$ cat config.mk
export PLATFORM = sky130hd
export DESIGN_NAME = timestamp_sync_frame_receiver
export DESIGN_NICKNAME = d
export VERILOG_FILES = /design/src/rtl/core/tsfr_pkg.sv /design/src/rtl/core/tsfr_core.sv /design/src/rtl/core/timestamp_sync_frame_receiver.sv
export SDC_FILE = /design/constraint.sdc
export NUM_CORES = 1
export LEC_CHECK = 0
export BUFFER_PORTS_ARGS = -buffer_cell sky130_fd_sc_hd__buf_2
export CAP_MARGIN = 20
export CORE_MARGIN = 2
export CORE_UTILIZATION = 30
export DETAILED_ROUTE_END_ITERATION = 8
export SETUP_SLACK_MARGIN = 0.1
export SLEW_MARGIN = 20
export SYNTH_ARGS = -nofsm -noshare
export SYNTH_HDL_FRONTEND = slang
export SYNTH_SLANG_ARGS = --single-unit
$ cat constraint.sdc
create_clock -name clk -period 9.6 [get_ports clk]
set_clock_uncertainty 0.05 [all_clocks]
set_input_delay 1.92 -clock clk [delete_from_list [all_inputs] [get_ports clk]]
set_output_delay 1.92 -clock clk [all_outputs]
set_load 0.02 [all_outputs]
$ cat src/rtl/core/tsfr_pkg.sv
// Shared types and constants for the timestamp sync frame receiver.
// No dependencies; imported by tsfr_core and timestamp_sync_frame_receiver.
`timescale 1ns / 1ps

package tsfr_pkg;

    // Frame header bytes.
    localparam logic [7:0] HDR_FIRST  = 8'hAA;
    localparam logic [7:0] HDR_SECOND = 8'hAF;

    // Register reset values.
    localparam logic [7:0]  LOST_LIMIT_RST     = 8'd5;
    localparam logic [7:0]  CONVERGE_START_RST = 8'd12;
    localparam logic [15:0] TIMER_BASE_RST     = 16'd31231;
    localparam logic [15:0] TIMER_COMPARE_RST  = 16'd31233;

    // Lost-seconds count after reset, and its saturation point.
    localparam logic [7:0] LOST_SECONDS_RST = 8'd254;
    localparam logic [7:0] LOST_SECONDS_MAX = 8'd255;

    // Register indexes on the configuration port (word address bits).
    localparam logic [1:0] REG_LOST_LIMIT     = 2'd0;
    localparam logic [1:0] REG_CONVERGE_START = 2'd1;
    localparam logic [1:0] REG_TIMER_BASE     = 2'd2;
    localparam logic [1:0] REG_TIMER_COMPARE  = 2'd3;

    // Widths of the stream payloads.
    localparam int IN_DATA_W  = 24;
    localparam int OUT_DATA_W = 56;

    // Input command codes.
    localparam logic CMD_BYTE = 1'b0;
    localparam logic CMD_TICK = 1'b1;

    // Configuration register set.
    typedef struct packed {
        logic [7:0]  lost_limit;
        logic [7:0]  converge_start;
        logic [15:0] timer_base;
        logic [15:0] timer_compare;
    } cfg_t;

    // One input item.
    typedef struct packed {
        logic        cmd;
        logic [7:0]  rx_byte;
        logic [15:0] timer_count;
    } in_item_t;

    // One result item.
    typedef struct packed {
        logic        frame_done;
        logic        stamp_valid;
        logic [31:0] stamp_value;
        logic        load_timer;
        logic [15:0] load_value;
        logic        write_compare;
        logic        synchronized;
    } out_item_t;

endpackage

$ cat src/rtl/core/tsfr_core.sv
// Frame parser and convergence tracker: holds the receiver state and forms
// one result from one item. Depends on tsfr_pkg.
`timescale 1ns / 1ps

module tsfr_core (
    input  logic              clk,
    input  logic              rst_n,
    input  logic              advance,
    input  tsfr_pkg::in_item_t item,
    input  tsfr_pkg::cfg_t    cfg,
    output tsfr_pkg::out_item_t res
);
    import tsfr_pkg::*;

    // Parser phases.
    localparam logic [2:0] PH_IDLE  = 3'd0;
    localparam logic [2:0] PH_HDR2  = 3'd1;
    localparam logic [2:0] PH_BYTE0 = 3'd2;
    localparam logic [2:0] PH_BYTE1 = 3'd3;
    localparam logic [2:0] PH_BYTE2 = 3'd4;
    localparam logic [2:0] PH_BYTE3 = 3'd5;

    logic [2:0]  phase_reg, phase_next;
    logic [31:0] asm_reg, asm_next;
    logic [31:0] last_reg, last_next;
    logic [7:0]  offset_reg, offset_next;
    logic [7:0]  lost_reg, lost_next;

    logic [31:0] stamp;
    logic        frame_end;
    logic        consecutive;
    logic        restart;
    logic [7:0]  offset_dec;

    // Stamp as it stands once the last byte is merged in.
    assign stamp       = {item.rx_byte, asm_reg[23:0]};
    assign consecutive = ((last_reg + 32'd1) == stamp);
    assign restart     = (lost_reg >= cfg.lost_limit);
    assign offset_dec  = (offset_reg >= 8'd2) ? (offset_reg - 8'd2) : 8'd0;

    // Next state and result for the item at hand.
    always_comb
    begin
        phase_next  = phase_reg;
        asm_next    = asm_reg;
        last_next   = last_reg;
        offset_next = offset_reg;
        lost_next   = lost_reg;
        frame_end   = 1'b0;
        res         = '0;

        if (item.cmd == CMD_TICK)
        begin
            if (lost_reg != LOST_SECONDS_MAX)
            begin
                lost_next = lost_reg + 8'd1;
            end
        end
        else
        begin
            case (phase_reg)
                PH_HDR2:
                begin
                    phase_next = (item.rx_byte == HDR_SECOND) ? PH_BYTE0 : PH_IDLE;
                end
                PH_BYTE0:
                begin
                    asm_next[7:0] = item.rx_byte;
                    phase_next    = PH_BYTE1;
                end
                PH_BYTE1:
                begin
                    asm_next[15:8] = item.rx_byte;
                    phase_next     = PH_BYTE2;
                end
                PH_BYTE2:
                begin
                    asm_next[23:16] = item.rx_byte;
                    phase_next      = PH_BYTE3;
                end
                PH_BYTE3:
                begin
                    asm_next   = stamp;
                    phase_next = PH_IDLE;
                    frame_end  = 1'b1;
                end
                default:
                begin
                    phase_next = (item.rx_byte == HDR_FIRST) ? PH_HDR2 : PH_IDLE;
                end
            endcase
        end

        // A completed frame: check continuity and steer the timer.
        if (frame_end)
        begin
            res.frame_done  = 1'b1;
            res.stamp_value = stamp;
            last_next       = stamp;
            if (consecutive)
            begin
                lost_next = '0;
                if (restart)
                begin
                    offset_next       = cfg.converge_start;
                    res.load_timer    = 1'b1;
                    res.write_compare = 1'b1;
                end
                else
                begin
                    offset_next    = offset_dec;
                    res.load_timer = (item.timer_count < cfg.timer_compare);
                end
                if (res.load_timer)
                begin
                    res.load_value = cfg.timer_base - {8'd0, offset_next};
                end
                res.stamp_valid  = 1'b1;
                res.synchronized = (offset_next == 8'd0);
            end
        end
    end

    // State update, once per consumed item.
    always_ff @(posedge clk or negedge rst_n)
    begin
        if (!rst_n)
        begin
            phase_reg  <= PH_IDLE;
            asm_reg    <= '0;
            last_reg   <= '0;
            offset_reg <= '0;
            lost_reg   <= LOST_SECONDS_RST;
        end
        else if (advance)
        begin
            phase_reg  <= phase_next;
            asm_reg    <= asm_next;
            last_reg   <= last_next;
            offset_reg <= offset_next;
            lost_reg   <= lost_next;
        end
    end

    // A restart always clears the lost-seconds count.
    a_restart_clears_lost: assert property (@(posedge clk) disable iff (!rst_n)
        (advance && res.write_compare) |=> (lost_reg == 8'd0))
        else $error("lost-seconds count not cleared after restart");

    // Every completed frame becomes the reference for the next one.
    a_last_stamp_tracks: assert property (@(posedge clk) disable iff (!rst_n)
        (advance && res.frame_done) |=> (last_reg == $past(res.stamp_value)))
        else $error("previous stamp not updated on frame end");

    // A tick below saturation adds exactly one lost second.
    a_tick_counts: assert property (@(posedge clk) disable iff (!rst_n)
        (advance && item.cmd == CMD_TICK && lost_reg != LOST_SECONDS_MAX)
        |=> (lost_reg == $past(lost_reg) + 8'd1))
        else $error("tick did not count a lost second");

    // A tick never disturbs the parser.
    a_tick_keeps_phase: assert property (@(posedge clk) disable iff (!rst_n)
        (advance && item.cmd == CMD_TICK) |=> $stable(phase_reg))
        else $error("tick changed the parser phase");

endmodule

$ cat src/rtl/core/timestamp_sync_frame_receiver.sv
// Top level of the timestamp sync frame receiver: stream ports, input and
// result registers, configuration registers. Depends on tsfr_pkg, tsfr_core.
`timescale 1ns / 1ps

// Usage
// The slave stream carries one item per transaction: s_tuser is the command
// (0 = received serial byte, 1 = one-second tick), s_tdata holds the byte and
// the current timer count. A frame is 0xAA, 0xAF and four timestamp bytes,
// least significant first. Every input transaction yields exactly one result
// transaction on the master stream; most results are all zero, and the one
// for the last frame byte carries the stamp and the timer steering flags.
// The parser works on the item in the input register, and the result register
// takes its result when the item advances.
// Throughput is one item per cycle while the master side takes results. When
// the master side stalls, the result register holds, the input register fills,
// and s_tready drops once the input register is full; nothing is lost.
// Reset (rst_n, asynchronous, active low) empties both registers, returns
// the parser to header search, clears both stamps and the convergence offset,
// sets the lost-seconds count to 254 and loads the register reset values.
// The user must write registers over the APB port only while the stream is
// idle; the block itself does not enforce this.

module timestamp_sync_frame_receiver (
    input  logic                            clk,
    input  logic                            rst_n,
    // Slave stream.
    input  logic                            s_tvalid,
    output logic                            s_tready,
    input  logic [tsfr_pkg::IN_DATA_W-1:0]  s_tdata,  // rx_byte, timer_count
    input  logic                            s_tuser,  // cmd
    // Master stream.
    output logic                            m_tvalid,
    input  logic                            m_tready,
    // frame_done, stamp_valid, stamp_value, load_timer, load_value,
    // write_compare, synchronized, zero fill
    output logic [tsfr_pkg::OUT_DATA_W-1:0] m_tdata,
    // Configuration port.
    input  logic                            psel,
    input  logic                            penable,
    input  logic                            pwrite,
    input  logic [3:0]                      paddr,
    input  logic [31:0]                     pwdata,
    output logic [31:0]                     prdata,
    output logic                            pready
);
    import tsfr_pkg::*;

    cfg_t      cfg_reg;
    logic      in_valid_reg;
    in_item_t  in_item_reg;
    logic      out_valid_reg;
    out_item_t out_item_reg;
    out_item_t res;
    logic      advance;
    logic      cfg_write;

    // The input register moves on when the result register is free or drains.
    assign advance  = in_valid_reg && (!out_valid_reg || m_tready);
    assign s_tready = !in_valid_reg || advance;

    // Input register.
    always_ff @(posedge clk or negedge rst_n)
    begin
        if (!rst_n)
        begin
            in_valid_reg <= 1'b0;
        end
        else if (s_tready)
        begin
            in_valid_reg <= s_tvalid;
        end
    end

    always_ff @(posedge clk)
    begin
        if (s_tready && s_tvalid)
        begin
            in_item_reg.cmd         <= s_tuser;
            in_item_reg.rx_byte     <= s_tdata[7:0];
            in_item_reg.timer_count <= s_tdata[23:8];
        end
    end

    tsfr_core u_core (
        .clk     (clk),
        .rst_n   (rst_n),
        .advance (advance),
        .item    (in_item_reg),
        .cfg     (cfg_reg),
        .res     (res)
    );

    // Result register.
    always_ff @(posedge clk or negedge rst_n)
    begin
        if (!rst_n)
        begin
            out_valid_reg <= 1'b0;
        end
        else if (advance)
        begin
            out_valid_reg <= 1'b1;
        end
        else if (m_tready)
        begin
            out_valid_reg <= 1'b0;
        end
    end

    always_ff @(posedge clk)
    begin
        if (advance)
        begin
            out_item_reg <= res;
        end
    end

    assign m_tvalid = out_valid_reg;
    assign m_tdata  = {3'b000,
                       out_item_reg.synchronized,
                       out_item_reg.write_compare,
                       out_item_reg.load_value,
                       out_item_reg.load_timer,
                       out_item_reg.stamp_value,
                       out_item_reg.stamp_valid,
                       out_item_reg.frame_done};

    // Configuration registers.
    assign pready    = 1'b1;
    assign cfg_write = psel && penable && pwrite && pready;

    always_ff @(posedge clk or negedge rst_n)
    begin
        if (!rst_n)
        begin
            cfg_reg.lost_limit     <= LOST_LIMIT_RST;
            cfg_reg.converge_start <= CONVERGE_START_RST;
            cfg_reg.timer_base     <= TIMER_BASE_RST;
            cfg_reg.timer_compare  <= TIMER_COMPARE_RST;
        end
        else if (cfg_write)
        begin
            case (paddr[3:2])
                REG_LOST_LIMIT:     cfg_reg.lost_limit     <= pwdata[7:0];
                REG_CONVERGE_START: cfg_reg.converge_start <= pwdata[7:0];
                REG_TIMER_BASE:     cfg_reg.timer_base     <= pwdata[15:0];
                REG_TIMER_COMPARE:  cfg_reg.timer_compare  <= pwdata[15:0];
                default:            cfg_reg.lost_limit     <= cfg_reg.lost_limit;
            endcase
        end
    end

    // Register read-back.
    always_comb
    begin
        case (paddr[3:2])
            REG_LOST_LIMIT:     prdata = {24'd0, cfg_reg.lost_limit};
            REG_CONVERGE_START: prdata = {24'd0, cfg_reg.converge_start};
            REG_TIMER_BASE:     prdata = {16'd0, cfg_reg.timer_base};
            REG_TIMER_COMPARE:  prdata = {16'd0, cfg_reg.timer_compare};
            default:            prdata = '0;
        endcase
    end

endmodule

==> out/summary.txt <==
Core Footprint: 35570 µm²
Worst Tran Pin Value: 0.9517 ns
Mapped Avg Cell Area: 11.67 µm²
Async S/R FF share, synth: 61.58%
Post-synthesis cell count: 929
Synth Flop Type: dfrtp_1
Vias in the first global route: 7418
CP delay by family, top: buffers and inverters
DRT antenna net count: 0
Cell Pwr Density: 251.6 nW/µm²
Commonest non-fill, non-tap cell in the layout: buf_2
Critical-path cell list: buf_2, mux4_2, buf_2
Largest net degree at the start of global routing: 71
Clk Latency, worst-skew pair: 0.53 ns
Post-synth EDFFs: 78
Placed insts: 1480
Static Leakage: 0.005353 µW
Grt total ovfl: 0
Post-synthesis mux area share: 13.73%
DR vias: 7530
FMAX: 193.3 MHz
Die Ht: 194.1 µm
Initial antenna violation count: 0
Row count: 69
Clock root buffer: clkbuf_16
Post-Place Worst Slack: 4.390 ns
Met2 Usage GRT: 23.49%
Status: complete, no violations
First DRT Iteration DRCs: 484
Slowest-stage cell, CP: mux4_2
Post-layout minimum cycle time: 5.172 ns
Yosys cell types: 69
Critical path peak fanout: 19
Initial Util: 30.48%
IO Pins: 159
Final Util: 36.08%
Synth Area in Compound Gates: 7.166%
Total setup buffers inserted after CTS: 0
Htree depth: 1
Final #Nets: 1150
Final std cells w/o fill: 1528
RSZ-0062 raised after global routing: no
CP Class: in -> out
Startpoint type of the worst setup path: primary input
Global Route Usage Sum: 14.00%
HP Class: reg -> reg
# hold bufs at CTS: 0
Max_cap viols: 0
Die footprint: 37680 µm²
Clock tree buffer depth: 3
P&R area growth vs syn: 18.35%
Max Slew Vio Count: 0
CP bufs+invs: 2
CP max stage delay: 0.62 ns
Routed length per instance: 17.45 µm
Tcrit/Tclk final: 53.88%
First-pass GRT wire length: 42470 µm
Detailed-router iteration count before antenna repair: 5
CTS tree: yes
Clock sinks: 203
Worst reg2reg path depth: 16
Vias per cell: 4.928
Final setup margin: 4.428 ns
Worst hold slack: 0.4412 ns
Synth warn: 0
Register area share after synthesis: 50.80%
Worst EP required: 7.63 ns
Global routing's busiest layer: met2
Die Span X: 194.1 µm
Diode count: 0
Endpoints failing setup: 0
CTS buffer count: 26
Cell Area, Synth: 10840 µm²
CP most frequent cell: buf_2
Reg2reg setup slack: 5.00 ns
Resized cells post-CTS: 0
Met1 Use GR: 18.86%
Share of layout cells above drive strength 1: 31.02%
Critical path depth: 3
Clk slew on worst S/H paths: 0.06 ns
Rel. slew slack: 36.54%
Peak VDD IR: 0.1687 mV
Max reg flops: 53
HPWL after detailed placement: 19020 µm
Met3 Track Usage GR: 2.157%
XOR/XNOR Fraction of Synth Area: 4.766%
Buffers on Ports: 120
CP endpoint: prdata[4]
Post-detailed-route DRC marker count: 0
Simple-gate share of the synthesized area: 14.70%
Final Hold Fails: 0
CP Capture Type: output port
Critical R2R Capture: m_tdata[50]
Routed WL: 26670 µm
Synth Area in Adders: 4.108%
Largest family of logic cells by synthesized area: simple AND/OR/NAND/NOR gates
Worst Setup SP: paddr[2]
Post-route setup TNS: 0 ns
Seq cells post-synth: 203
Data arrival, critical path: 3.20 ns
GP Congestion: 0.8629
Most frequent cells in the layout: buf_2, dfrtp_1, mux2_2, edfxtp_1, inv_1
Worst R2R Start: u_core.lost_reg[5]
[logic make-up (layout without fill, tap and decap cells)]
| group | after synthesis | after routing |
|---|---|---|
| xor gates and xnor gates | 59 | 59 |
| and+or+nand+nor | 276 | 276 |
| AOI/OAI and AO/OA | 120 | 120 |
| DFF | 203 | 203 |
| muxes | 127 | 127 |
| other | 2 | 20 |
| buffers and inverters | 107 | 227 |
| adders and majority gates | 35 | 35 |
[cell usage after synthesis, types with 5 or more instances]
master / instances / area [µm²]
mux2i_1: 25 / 250.2
nor2_1: 37 / 138.9
a31oi_1: 7 / 43.79
xnor2_1: 32 / 280.3
a211oi_1: 7 / 52.55
nand2b_1: 9 / 56.30
o211ai_1: 6 / 45.04
a21oi_1: 23 / 115.1
mux2_2: 94 / 1059
nand3_1: 25 / 125.1
xor2_1: 27 / 236.5
nor3_2: 9 / 90.09
nor3_1: 16 / 80.08
buf_4: 22 / 165.2
dfrtp_1: 95 / 2377
a21o_1: 12 / 90.09
clkbuf_1: 29 / 108.9
nor2b_1: 11 / 68.82
o21a_1: 5 / 37.54
and2_1: 35 / 219.0
o21ai_0: 35 / 175.2
dfstp_2: 30 / 788.3
nand2_1: 45 / 168.9
ha_1: 34 / 425.4
or3_1: 8 / 50.05
or4_1: 7 / 52.55
nand3b_1: 5 / 37.54
nor4_1: 16 / 100.1
nand4_1: 23 / 143.9
mux4_2: 8 / 180.2
and3_1: 6 / 37.54
edfxtp_1: 78 / 2342
inv_1: 48 / 180.2
[worst reg2reg max path, stage by stage, from the launching register on]
cell and delay, ns:
dfstp_2 0.59, ha_1 0.26, a2111oi_0 0.61, nand2_1 0.09
o21ai_0 0.10, a31oi_1 0.06, buf_4 0.23, mux2i_1 0.39
ha_1 0.31, nor2b_1 0.12, o21ai_0 0.20, a21oi_1 0.13
o21a_1 0.19, o21a_1 0.23, nor3_1 0.35, o311ai_0 0.20
a211oi_1 0.30
[where the power goes]
part,internal [µW],switching (µW),leakage [µW]
sequential,1110,223,0.00228
combinational,383,428,0.00259
clock,708,379,0.000483
total,2200,1030,0.00535
[worst min-delay path by stage]
stage	startpoint	to	slack, ns	depth (start not counted)
after floorplan	in_valid_reg	m_tvalid	0.41	1
after global placement	in_valid_reg	m_tvalid	0.42	1
after detailed placement	in_valid_reg	m_tvalid	0.43	1
after CTS	in_valid_reg	m_tvalid	0.44	1
after global routing	in_valid_reg	m_tvalid	0.48	1
final	in_valid_reg	m_tvalid	0.44	1
[layout make-up]
type,count,area (µm²)
flip-flops and latches,203,5508
fillers,3557,22740
inverters,49,183.9
repair buffers,130,678.2
multi-input cells,637,4907
clock inverters,12,186.4
clock buffers,36,792.0
well taps,461,576.8
[per-stage QoR]
| step | power [µW] | area, µm² |
|---|---|---|
| finish | 3228 | 12830 |
| global route | 3427 | 12830 |
| CTS | 3265 | 12830 |
| detailed placement | 2158 | 11850 |
| global placement | 2136 | 11850 |
| floorplan | 1911 | 10910 |
[per-layer routing]
| metal | part of all wire, % | routed length [µm] |
|---|---|---|
| met1 | 45 | 12070 |
| met2 | 48 | 12680 |
| met5 | 0 | 0 |
| met4 | 2.3 | 612 |
| met3 | 4.9 | 1308 |
No activity file was read; power rests on OpenSTA's default activity.
